<file path="src/hdl/bcos_pkg.sv">
// Package for the comment and string scanner.
// Holds the scan mode codes, character constants and state/flag types.
// No dependencies.
package bcos_pkg;

    typedef enum logic [2:0] {
        MODE_CODE       = 3'd0,
        MODE_SLASH      = 3'd1,
        MODE_STRING     = 3'd2,
        MODE_STRING_ESC = 3'd3,
        MODE_LINE       = 3'd4,
        MODE_BLOCK      = 3'd5,
        MODE_BLOCK_STAR = 3'd6
    } t_scan_mode;

    localparam logic [7:0] CHAR_SQUOTE    = 8'h27;
    localparam logic [7:0] CHAR_DQUOTE    = 8'h22;
    localparam logic [7:0] CHAR_SLASH     = 8'h2F;
    localparam logic [7:0] CHAR_STAR      = 8'h2A;
    localparam logic [7:0] CHAR_BACKSLASH = 8'h5C;
    localparam logic [7:0] CHAR_NEWLINE   = 8'h0A;

    typedef struct packed {
        t_scan_mode mode;
        logic       double_quote;
    } t_scan_state;

    typedef struct packed {
        logic block_open;
        logic inside_string;
        logic inside_line_comment;
    } t_scan_flags;

endpackage

</file>
<file path="src/hdl/bcos_if.sv">
// Request and result channel interfaces for the comment and string scanner.
// Depends on nothing; valid/ready handshake with payload fields.
interface bcos_in_if;
    logic       valid;
    logic       ready;
    logic [7:0] text_byte;
    logic       last_byte;

    modport source (output valid, output text_byte, output last_byte, input ready);
    modport sink   (input valid, input text_byte, input last_byte, output ready);
endinterface

interface bcos_out_if;
    logic valid;
    logic ready;
    logic block_open;
    logic inside_string;
    logic inside_line_comment;
    logic end_flag;

    modport source (output valid, output block_open, output inside_string,
                    output inside_line_comment, output end_flag, input ready);
    modport sink   (input valid, input block_open, input inside_string,
                    input inside_line_comment, input end_flag, output ready);
endinterface

</file>
<file path="src/hdl/bcos_step.sv">
// Next-context logic of the scanner for one byte.
// Depends on bcos_pkg for mode codes, characters and types.
module bcos_step (
    input  bcos_pkg::t_scan_state i_state,
    input  logic [7:0]            i_byte,
    input  logic                  i_last,
    output bcos_pkg::t_scan_state o_state,
    output bcos_pkg::t_scan_flags o_flags
);
    import bcos_pkg::*;

    t_scan_mode next_mode;
    logic       next_dq;
    logic [7:0] quote_char;

    always_comb begin
        quote_char = i_state.double_quote ? CHAR_DQUOTE : CHAR_SQUOTE;
        next_dq    = i_state.double_quote;
        next_mode  = MODE_CODE;
        case (i_state.mode)
            MODE_SLASH: begin
                if (i_byte == CHAR_SLASH) begin
                    next_mode = MODE_LINE;
                end else if (i_byte == CHAR_STAR) begin
                    next_mode = MODE_BLOCK;
                end else if (i_byte == CHAR_SQUOTE) begin
                    next_mode = MODE_STRING;
                    next_dq   = 1'b0;
                end else if (i_byte == CHAR_DQUOTE) begin
                    next_mode = MODE_STRING;
                    next_dq   = 1'b1;
                end else begin
                    next_mode = MODE_CODE;
                end
            end
            MODE_STRING: begin
                if (i_byte == CHAR_BACKSLASH) begin
                    next_mode = MODE_STRING_ESC;
                end else if (i_byte == quote_char) begin
                    next_mode = MODE_CODE;
                end else begin
                    next_mode = MODE_STRING;
                end
            end
            MODE_STRING_ESC: begin
                next_mode = MODE_STRING;
            end
            MODE_LINE: begin
                next_mode = (i_byte == CHAR_NEWLINE) ? MODE_CODE : MODE_LINE;
            end
            MODE_BLOCK: begin
                next_mode = (i_byte == CHAR_STAR) ? MODE_BLOCK_STAR : MODE_BLOCK;
            end
            MODE_BLOCK_STAR: begin
                if (i_byte == CHAR_SLASH) begin
                    next_mode = MODE_CODE;
                end else if (i_byte == CHAR_STAR) begin
                    next_mode = MODE_BLOCK_STAR;
                end else begin
                    next_mode = MODE_BLOCK;
                end
            end
            default: begin
                if (i_byte == CHAR_SQUOTE) begin
                    next_mode = MODE_STRING;
                    next_dq   = 1'b0;
                end else if (i_byte == CHAR_DQUOTE) begin
                    next_mode = MODE_STRING;
                    next_dq   = 1'b1;
                end else if (i_byte == CHAR_SLASH) begin
                    next_mode = MODE_SLASH;
                end else begin
                    next_mode = MODE_CODE;
                end
            end
        endcase
    end

    always_comb begin
        o_flags.block_open          = (next_mode == MODE_BLOCK) ||
                                      (next_mode == MODE_BLOCK_STAR);
        o_flags.inside_string       = (next_mode == MODE_STRING) ||
                                      (next_mode == MODE_STRING_ESC);
        o_flags.inside_line_comment = (next_mode == MODE_LINE);
        if (i_last) begin
            o_state.mode         = MODE_CODE;
            o_state.double_quote = 1'b0;
        end else begin
            o_state.mode         = next_mode;
            o_state.double_quote = next_dq;
        end
    end

endmodule

</file>
<file path="src/hdl/block_comment_open_scanner_unit.sv">
// Top level of the C-style comment and string scanner.
// Depends on bcos_pkg, bcos_in_if/bcos_out_if and bcos_step.
//
//   channel  | dir | payload                                         | handshake
//   i_req    | in  | text_byte, last_byte                            | valid/ready
//   o_rsp    | out | block_open, inside_string, inside_line_comment, | valid/ready
//            |     | end_flag                                        |
//
// One byte per cycle sustained while o_rsp takes each result.
// An input register feeds the step logic, which updates the context register
// and loads the result register in the same cycle.
// i_rst_n (synchronous, active low) empties both registers and sets the context to code.
// A stalled result holds the pipeline; the input register still takes one request.
module block_comment_open_scanner_unit (
    input  logic i_clk,
    input  logic i_rst_n,
    bcos_in_if.sink    i_req,
    bcos_out_if.source o_rsp
);
    import bcos_pkg::*;

    logic        r_in_valid;
    logic [7:0]  r_in_byte;
    logic        r_in_last;
    t_scan_state r_state;
    logic        r_out_valid;
    t_scan_flags r_out_flags;
    logic        r_out_last;

    t_scan_state n_state;
    t_scan_flags n_flags;
    logic        advance;

    assign advance     = r_in_valid && (!r_out_valid || o_rsp.ready);
    assign i_req.ready = !r_in_valid || advance;

    bcos_step u_step (
        .i_state (r_state),
        .i_byte  (r_in_byte),
        .i_last  (r_in_last),
        .o_state (n_state),
        .o_flags (n_flags)
    );

    always_ff @(posedge i_clk) begin
        if (!i_rst_n) begin
            r_in_valid           <= 1'b0;
            r_out_valid          <= 1'b0;
            r_state.mode         <= MODE_CODE;
            r_state.double_quote <= 1'b0;
        end else begin
            if (i_req.ready) begin
                r_in_valid <= i_req.valid;
            end
            if (advance) begin
                r_state     <= n_state;
                r_out_valid <= 1'b1;
            end else if (o_rsp.ready) begin
                r_out_valid <= 1'b0;
            end
        end
    end

    always_ff @(posedge i_clk) begin
        if (i_req.valid && i_req.ready) begin
            r_in_byte <= i_req.text_byte;
            r_in_last <= i_req.last_byte;
        end
        if (advance) begin
            r_out_flags <= n_flags;
            r_out_last  <= r_in_last;
        end
    end

    assign o_rsp.valid               = r_out_valid;
    assign o_rsp.block_open          = r_out_flags.block_open;
    assign o_rsp.inside_string       = r_out_flags.inside_string;
    assign o_rsp.inside_line_comment = r_out_flags.inside_line_comment;
    assign o_rsp.end_flag            = r_out_last;

endmodule
</file>
<file path="src/flat_wrapper.sv">
// flat-port wrapper written by rule: the top's interface ports become plain ports
module block_comment_open_scanner_unit_flat import bcos_pkg::*;
  (i_clk, i_rst_n, i_req_valid, i_req_text_byte, i_req_last_byte, i_req_ready, o_rsp_valid, o_rsp_block_open, o_rsp_inside_string, o_rsp_inside_line_comment, o_rsp_end_flag, o_rsp_ready);
  bcos_in_if i_req_i ();
  bcos_out_if o_rsp_i ();
  input  logic i_clk;
  input  logic i_rst_n;
  input wire logic [$bits(i_req_i.valid)-1:0] i_req_valid;
  input wire logic [$bits(i_req_i.text_byte)-1:0] i_req_text_byte;
  input wire logic [$bits(i_req_i.last_byte)-1:0] i_req_last_byte;
  output wire logic [$bits(i_req_i.ready)-1:0] i_req_ready;
  output wire logic [$bits(o_rsp_i.valid)-1:0] o_rsp_valid;
  output wire logic [$bits(o_rsp_i.block_open)-1:0] o_rsp_block_open;
  output wire logic [$bits(o_rsp_i.inside_string)-1:0] o_rsp_inside_string;
  output wire logic [$bits(o_rsp_i.inside_line_comment)-1:0] o_rsp_inside_line_comment;
  output wire logic [$bits(o_rsp_i.end_flag)-1:0] o_rsp_end_flag;
  input wire logic [$bits(o_rsp_i.ready)-1:0] o_rsp_ready;
  assign i_req_i.valid = i_req_valid;
  assign i_req_i.text_byte = i_req_text_byte;
  assign i_req_i.last_byte = i_req_last_byte;
  assign i_req_ready = i_req_i.ready;
  assign o_rsp_valid = o_rsp_i.valid;
  assign o_rsp_block_open = o_rsp_i.block_open;
  assign o_rsp_inside_string = o_rsp_i.inside_string;
  assign o_rsp_inside_line_comment = o_rsp_i.inside_line_comment;
  assign o_rsp_end_flag = o_rsp_i.end_flag;
  assign o_rsp_i.ready = o_rsp_ready;
  block_comment_open_scanner_unit u_core (.i_clk(i_clk), .i_rst_n(i_rst_n), .i_req(i_req_i), .o_rsp(o_rsp_i));
endmodule
</file>
<file path="config.mk">
export PLATFORM = sky130hd
export DESIGN_NAME = block_comment_open_scanner_unit_flat
export DESIGN_NICKNAME = d
export VERILOG_FILES = /design/src/hdl/bcos_pkg.sv /design/src/hdl/bcos_if.sv /design/src/hdl/bcos_step.sv /design/src/hdl/block_comment_open_scanner_unit.sv /design/src/flat_wrapper.sv
export SDC_FILE = /design/constraint.sdc
export NUM_CORES = 1
export LEC_CHECK = 0
export ABC_AREA = 1
export BUFFER_PORTS_ARGS = -buffer_cell sky130_fd_sc_hd__buf_2
export CAP_MARGIN = 30
export CORE_MARGIN = 3
export CORE_UTILIZATION = 53
export CTS_CLUSTER_SIZE = 20
export DETAILED_ROUTE_END_ITERATION = 6
export GPL_TIMING_DRIVEN = 0
export PLACE_DENSITY_LB_ADDON = 0.1
export REMOVE_ABC_BUFFERS = 1
export SYNTH_ARGS = -nofsm -noshare
export SYNTH_HDL_FRONTEND = slang
export SYNTH_SLANG_ARGS = --single-unit
</file>
<file path="constraint.sdc">
create_clock -name i_clk -period 1.8 [get_ports i_clk]
set_input_delay 0.09 -clock i_clk [delete_from_list [all_inputs] [get_ports i_clk]]
set_output_delay 0.09 -clock i_clk [all_outputs]
set_load 0.02 [all_outputs]
</file>
-- Word-level counts from Yosys, hierarchy flattened
Cells that the tools add are included.
- output and inout bits: 6
- input port bits: 13
- register bits after elaboration: 19
- logic and storage cells: 64
- reduce and logical (&&, ||, !) cells: 11
- equality and inequality tests: 21
- multiplexer cells: 22
- operator list (cell ; number):
    equality test 8 x 6 -> 1 bit (second input constant) ; 4
    equality test 3 bit (second input constant) ; 6
    case mux 3 bit (6 select lines) ; 1
    2-to-1 mux 3 bit ; 5
    2-to-1 mux 2 bit ; 7
    equality test 3 x 2 -> 1 bit (second input constant) ; 4
    equality test 8 x 4 -> 1 bit (second input constant) ; 1
    equality test 8 x 7 -> 1 bit (second input constant) ; 1
    equality test 8 bit ; 1
    2-to-1 mux 1 bit ; 7
    inequality test 3 x 2 -> 1 bit (second input constant) ; 2
    OR reduction 5 bit ; 1
    logical OR 1 bit ; 4
    2-to-1 mux 4 bit ; 1
    AND reduction 4 bit ; 1
    equality test 3 x 1 -> 1 bit (second input constant) ; 1
    logical AND 1 bit ; 2
    zero test 1 bit ; 2
    inequality test 2 x 1 -> 1 bit (second input constant) ; 1
    case mux 1 bit (2 select lines) ; 1
    nonzero test 2 bit ; 1

-- Longest topological paths before layout
Gate-level depths: netlist of run 1.
- word-level depth: 8
- gate-level depth with buffers: 12

-- Cells and area by module
A second synthesis of run 1 with hierarchy kept.
- cell total of the unflattened synthesis: 141
- area total of the unflattened synthesis: 1129.8 um^2
- by module, submodules not included (module ; cells each ; area each (um^2) ; times used):
    block_comment_open_scanner_unit ; 51 ; 661.9 ; 1
    bcos_step ; 90 ; 467.9 ; 1

-- Worst setup path after synthesis of run 1
OpenSTA, ideal clock, no wires.
- path type: register to register
- from: register u_core.r_in_byte[6]
- to: register u_core.r_out_flags (netlist bit u_core.o_rsp.inside_line_comment) (data pin)
- path buffers: 0
- arrival time: 1.158 ns
- stages on the path, launching flop included: 13
- path slack: 0.389 ns
- path through: edfxtp_1 -> inv_1 -> nand2_2 -> nor2_4 -> inv_1 -> nor2_2 -> nand2_1 -> nand2_1 -> inv_1 -> nand3_2 -> inv_2 -> nand2_1 -> nor2_1
- RTL lines (item ; line ; text):
    from (decl) ; block_comment_open_scanner_unit.sv:23 ; logic [7:0] r_in_byte;
    from (signal assigned) ; block_comment_open_scanner_unit.sv:66 ; r_in_byte <= i_req.text_byte;
    to (signal assigned) ; block_comment_open_scanner_unit.sv:70 ; r_out_flags <= n_flags;
    to (decl) ; block_comment_open_scanner_unit.sv:27 ; t_scan_flags r_out_flags;

==> summary.txt, run 1 <==
Vias/cell - 4.97
clock latency at the later pin of the worst-skew pair - 290 ps
Least-Margin Pin Slew - 351 ps
vias in the first global route - 827
final-report setup violation count - 0
Final Max Tran Viols - 0
Filler cells - 123
Final Hold Vio Count - 0
Antenna Diode Count - 0
Num CTS Buffers - 3
Yosys Warn Count - 0
worst-path maximum fanout - 5
Clock transition at path regs - 100 ps
PwrDens - 644 mW/mm^2
Place WS - 229 ps
routed length per instance - 11.0 microns
DRT antenna net count - 0
num rows - 14
Die H - 48.9 microns
Yosys top cell area share - 40.0%
RSZ-0062 raised after global routing - no
fmax - 634 MHz
CP endpoint kind - flop
worst setup margin - 223 ps
peak supply drop - 0.635 mV
DRT Pass-1 Iters - 4
clk root buf - clkbuf_4
status - finished, final reports clean
drt drc - 0
initial core utilization - 60.6%
GP Congestion - 0.872
Setup crit start kind - flop
die area - 0.00239 sq mm
Yosys cell types - 20
area delta synth->final - 24.2%
Ports - 19
Die W - 48.9 microns
Max-Cap Viols - 0
Clock Path Buffers - 2
Total Neg Setup Slack - 0 ps
clock period minus worst slack - 1580 ps
first-pass GRT wire length - 3370 microns
Arrival @ worst endpoint - 1640 ps
WP data required - 1860 ps
hold crit path type - primary input to flop
Post-Route WL - 1930 microns
register area share after synthesis - 52.3%
via count - 870
initial DRC count - 17
synthesized area - 976 sq um
CTS tree - done
fraction of final layout cells sized beyond drive strength 1 - 23.8%
initial antenna violation count - 0
critical path class - flop to flop
core area - 0.00161 sq mm
largest cells by area after synthesis - edfxtp_1 (40%), dfxtp_1 (12%), nand2_1 (12%)
Slew headroom - 76.6%
Yosys top cell by area - edfxtp_1
grt ovf - 0
Setup Skew - 4.72 ps
synthesized area per cell - 8.13 sq um
total power - 781 uW
period utilisation layout - 87.6%
Leak - 0.554 nW
synthesized instance count - 120
clk sinks - 19
PortBufs - 18
synthesis-stage register bit count - 19
Tot GR Track Use - 17.8%
post-DP HPWL - 1370 microns
final net count - 165
H-Tree Depth - 1
pin count of the biggest net entering global routing - 11
[placed cells by master (no fill, tap or decap), drive strengths merged]
master       synthesis  layout
nor2                12      12
clkbuf               0       4
dfxtp                6       6
nand4                2       2
o21bai               1       1
buf                  0      18
nand2               36      36
a21oi                7       7
dlygate4sd3          0       9
nand3                8       8
nor3                 7       7
o21ai                5       5
edfxtp              13      13
inv                 23      23
[logic make-up after synthesis]
group | count (synthesis) | synth area share [%]
AND/OR/NAND/NOR | 65 | 30.8
buffers and inverters | 23 | 8.85
flip-flops | 19 | 52.3
AO/OA/AOI/OAI | 13 | 8.08
[critical path: stages (launching register included)]
cell and delay [ps]:
edfxtp_1 430, inv_1 90, nand2_2 60, nor2_4 150
inv_1 90, nor2_2 130, nand2_1 60, nand2_1 60
inv_1 40, nand3_2 90, inv_2 50, nand2_1 60
nor2_1 40
[repair_timing]
item | in CTS | in global routing
setup buffers | 0 | 0
resized for setup | 0 | 0
hold buffers | 9 | 0
hold endpoints to repair | 9 | 0
[per-stage QoR]
| stage | util [%] | instance area (sq um) | instances | hold WS [ps] |
|---|---|---|---|---|
| finish | 75.2 | 1210 | 175 | 36.4 |
| global route | 75.2 | 1210 | 175 | 46.2 |
| CTS | 75.2 | 1210 | 175 | 38.2 |
| detailed placement | 68.0 | 1100 | 162 | 269 |
| global placement | 68.0 | 1100 | 162 | 266 |
| floorplan | - | 976 | 120 | 189 |
[layout make-up]
cell class	count	area, sq um	area share, %
inverters	23	86.3	7.12
flip-flops and latches	19	510	42.1
multi-input cells	78	379	31.3
well taps	24	30.0	2.48
clock buffers	4	26.3	2.17
repair buffers	27	180	14.9
[path summary, 6_finish.rpt]
| check | startpoint | endpoint | slack, ps | depth (start not counted) |
|---|---|---|---|---|
| max | u_core.r_in_byte[6] | u_core.o_rsp.inside_line_comment | 220 | 12 |
| min | i_rst_n | u_core.r_state[0] | 40 | 3 |
| max reg2reg | u_core.r_in_byte[6] | u_core.o_rsp.inside_line_comment | 220 | 12 |
| min reg2reg | u_core.r_in_last | u_core.o_rsp.end_flag | 500 | 0 |
[cell usage after synthesis (all sizes together)]
| library cell | count |
|---|---|
| a21oi | 7 |
| dfxtp | 6 |
| edfxtp | 13 |
| inv | 23 |
| nand2 | 36 |
| nand3 | 8 |
| nand4 | 2 |
| nor2 | 12 |
| nor3 | 7 |
| o21ai | 5 |
| o21bai | 1 |
[routing by layer]
| metal | global-route usage, % | part of all wire [%] |
|---|---|---|
| met5 | 0 | 0 |
| met4 | 7.11 | 1.8 |
| met3 | 3.67 | 6.2 |
| met2 | 30.8 | 51 |
| met1 | 21.6 | 41 |
[state kept, by name (all words and copies together), names as in the netlist]
name and flops:
u_core.r_state 4, u_core.r_in_byte 8, u_core.o_rsp.inside_string 1, u_core.r_in_last 1, u_core.o_rsp.block_open 1, u_core.o_rsp.inside_line_comment 1
u_core.o_rsp.valid 1, u_core.r_in_valid 1, u_core.o_rsp.end_flag 1
[where the power goes]
group          internal, mW  leakage [nW]  switching [mW]
registers             0.486         0.176          0.0103
clock network        0.0860        0.0150           0.122
logic                0.0340         0.363          0.0429
No activity file was read; power rests on OpenSTA's default activity.
==> run 2: changes to the inputs <==
Settings changed: ABC_AREA 1 to default.
==> summary.txt, run 2 <==
Clock transition at path regs - 100 ps (about the same)
Critical Path Max Stage Delay - 620 ps (+190 ps)
clk sinks - 19 (unchanged)
final net count - 139 (-16%)
Setup crit start kind - flop
fraction of registers with async set/reset - 0% (unchanged)
commonest cells in the netlist - edfxtp_1 (13), nand2_1 (11), nor2_1 (9), clkbuf_1 (7), dfxtp_1 (6)
Hold Crit Endpoint - u_core.r_in_valid
Yosys top cell area share - 39.1% (-0.90 points)
critical path class - flop to flop
HP Start - i_req_valid
H-Tree Depth - 1 (unchanged)
met3 WL - 75 microns (-37%)
synthesized area - 998 sq um (+2.3%)
total power - 806 uW (+3.2%)
Filler cells - 124 (+0.81%)
synthesis-stage register bit count - 19 (unchanged)
routed length per instance - 14.5 microns (+32%)
Util after Layout - 73.2% (-2.0 points)
Arrival @ worst endpoint - 2140 ps (+500 ps)
initial antenna violation count - 0 (unchanged)
Yosys Warn Count - 0 (unchanged)
die area - 0.00244 sq mm (+2.0%)
core area - 0.00175 sq mm (+8.3%)
Ports - 19 (unchanged)
status - finished with violations
largest reg by FF count - u_core.r_in_byte
area delta synth->final - 27.9%
reg2reg end - u_core.r_state[2]
Leak - 0.461 nW (-17%)
largest cells by area after synthesis - edfxtp_1 (39%), dfxtp_1 (12%), nand2_1 (4.1%)
drt drc - 0 (unchanged)
Multi-input gate area - 499 sq um (+32%)
Yosys cell types - 36 (+80%)
Yosys top cell by area - edfxtp_1
Setup Skew - 2.44 ps (-2.29 ps)
fmax - 503 MHz (-21%)
DR WL met2 - 1100 microns (+13%)
peak supply drop - 0.465 mV (-27%)
worst hold stages - 3 (unchanged)
number of flip-flops in the largest register - 8 (unchanged)
initial core utilization - 57.2% (-3.4 points)
critical-path cell list - or4b_4 > nor3b_4 > nand3_1 > o211ai_1 > buf_4 > o22ai_2
Final Max Tran Viols - 0 (unchanged)
RSZ-0062 raised after global routing - yes
Post-Route WL - 2180 microns (+13%)
Max Used Layer - met4
r2r setup slk - -190 ps (-410 ps)
post-DP HPWL - 1390 microns (+1.1%)
CP endpoint kind - flop
Die H - 49.4 microns (+1.0%)
commonest non-fill, non-tap cell in the layout - buf_2
WP data required - 1950 ps (+90 ps)
worst setup margin - -186 ps (-410 ps)
met1 WL - 940 microns (+18%)
period utilisation layout - 110% (+23 points)
Storage cell area - 510 sq um (unchanged)
hold crit path type - primary input to flop
clk root buf - clkbuf_4
Final Hold Vio Count - 0 (unchanged)
Place WS - -287 ps (-516 ps)
slowest CP cell - or4b_4
Total Neg Setup Slack - -905 ps (-905 ps)
most common cell in the netlist - edfxtp_1
Antenna Diode Count - 0 (unchanged)
synthesized area per cell - 10.2 sq um (+25%)
synthesized instance count - 98 (-18%)
clock period minus worst slack - 1990 ps (+410 ps)
worst reg2reg path depth - 6 (-6)
Clock Path Buffers - 2 (unchanged)
register area share after synthesis - 51.1% (-1.2 points)
via count - 860 (-1.1%)
most frequent cells in the layout - buf_2 (18), edfxtp_1 (13), nand2_1 (11)
biggest regs - u_core.r_in_byte: 8 flops, u_core.r_state: 4 flops
initial DRC count - 31 (+14)
failing checks - negative setup slack
Num CTS Buffers - 3 (unchanged)
Slew headroom - 45.5% (-31 points)
pin count of the biggest net entering global routing - 12 (+1)
Tot GR Track Use - 20.4% (+2.6 points)
Synth Flop Type - edfxtp_1
vias in the first global route - 861 (+4.1%)
Worst R2R Start - u_core.r_in_byte[7]
first-pass GRT wire length - 3850 microns (+14%)
clock latency at the later pin of the worst-skew pair - 290 ps (about the same)
grt ovf - 0 (unchanged)
worst-path maximum fanout - 4 (-1)
PwrDens - 631 mW/mm^2 (-2.0%)
GP Congestion - 0.870 (-0.23%)
final-report setup violation count - 7 (+7)
num rows - 15 (+1)
DRT Pass-1 Iters - 4 (unchanged)
CTS tree - done
Die W - 49.4 microns (+1.0%)
PortBufs - 18 (unchanged)
Vias/cell - 5.73 (+15%)
Post-synth EDFFs - 13 (unchanged)
fraction of final layout cells sized beyond drive strength 1 - 28.8% (+5.0 points)
Least-Margin Pin Slew - 816 ps (+464 ps)
Max-Cap Viols - 0 (unchanged)
DRT antenna net count - 0 (unchanged)
## run 2: cell count changes in the layout (fill, tap and decap cells not counted), sizes merged, moves of 3 or more
cell   change
o22ai      +3
nand2     -25
and3       +3
nor2b      +5
nor2       -3
nand3      -6
nor3       -7
inv       -21
buf        +3
## run 2: area by class of cell
type | instances | share of cell area, %
Clock buffer | 4 | 2.06
Inverter | 2 | 0.588
Sequential cell | 19 | 40.0
Tap cell | 25 | 2.45
Timing Repair Buffer | 30 | 15.9
Multi-Input combinational cell | 70 | 39.1
## run 2: cell families after synthesis
logic type                share of synthesized area [%]
AOI/OAI and AO/OA                                  18.8
xor gates and xnor gates                          0.877
buffers and inverters                              3.38
DFF                                                51.1
muxes                                              1.00
and+or+nand+nor                                    24.8
## run 2: repair_timing
action	CTS	global route
buffers inserted	1	2
gates resized for setup	6	2
pin swaps	6	2
endpoints found under the hold margin	9	0
endpoints found under the setup margin	5	7
hold buffers	9	0
## run 2: where the power goes
group / switching, mW / leakage [nW] / internal [mW]
Clock: 0.123 / 0.0150 / 0.0863
Combinational: 0.0446 / 0.273 / 0.0454
Sequential: 0.0197 / 0.172 / 0.487
## run 2: worst max-delay path by stage
| stage | depth (start not counted) | from | slack, ps | endpoint |
|---|---|---|---|---|
| after global placement | 5 | u_core.r_in_byte[4] | -250 | u_core.o_rsp.inside_line_comment |
| after detailed placement | 5 | u_core.r_in_byte[4] | -290 | u_core.o_rsp.block_open |
| after global routing | 6 | u_core.r_in_byte[7] | -260 | u_core.r_state[2] |
| after CTS | 5 | u_core.r_in_byte[7] | -120 | u_core.o_rsp.block_open |
| after floorplan | 5 | u_core.r_in_byte[4] | -40 | u_core.o_rsp.block_open |
| final | 6 | u_core.r_in_byte[7] | -190 | u_core.r_state[2] |
## run 2: metrics by stage
step                instances  cell area (sq um)  hold slack (ps)
finish                    150               1280             45.4
global placement          134               1090              267
CTS                       148               1250             42.3
floorplan                  91                972              189
global route              150               1280             52.6
detailed placement        134               1090              268
## run 2: layer usage
layer	track usage (%)	up-vias
met5	0	-
met2	32.6	30
met4	12.4	0
li1	-	421
met3	3.06	6
met1	26.0	403
## run 2: worst max-delay path: cells and delay by family (launching register included)
family	cells	cell delay, ps
buf+inv	1	170
simple gates	3	970
compound gates	2	240
flops	1	470
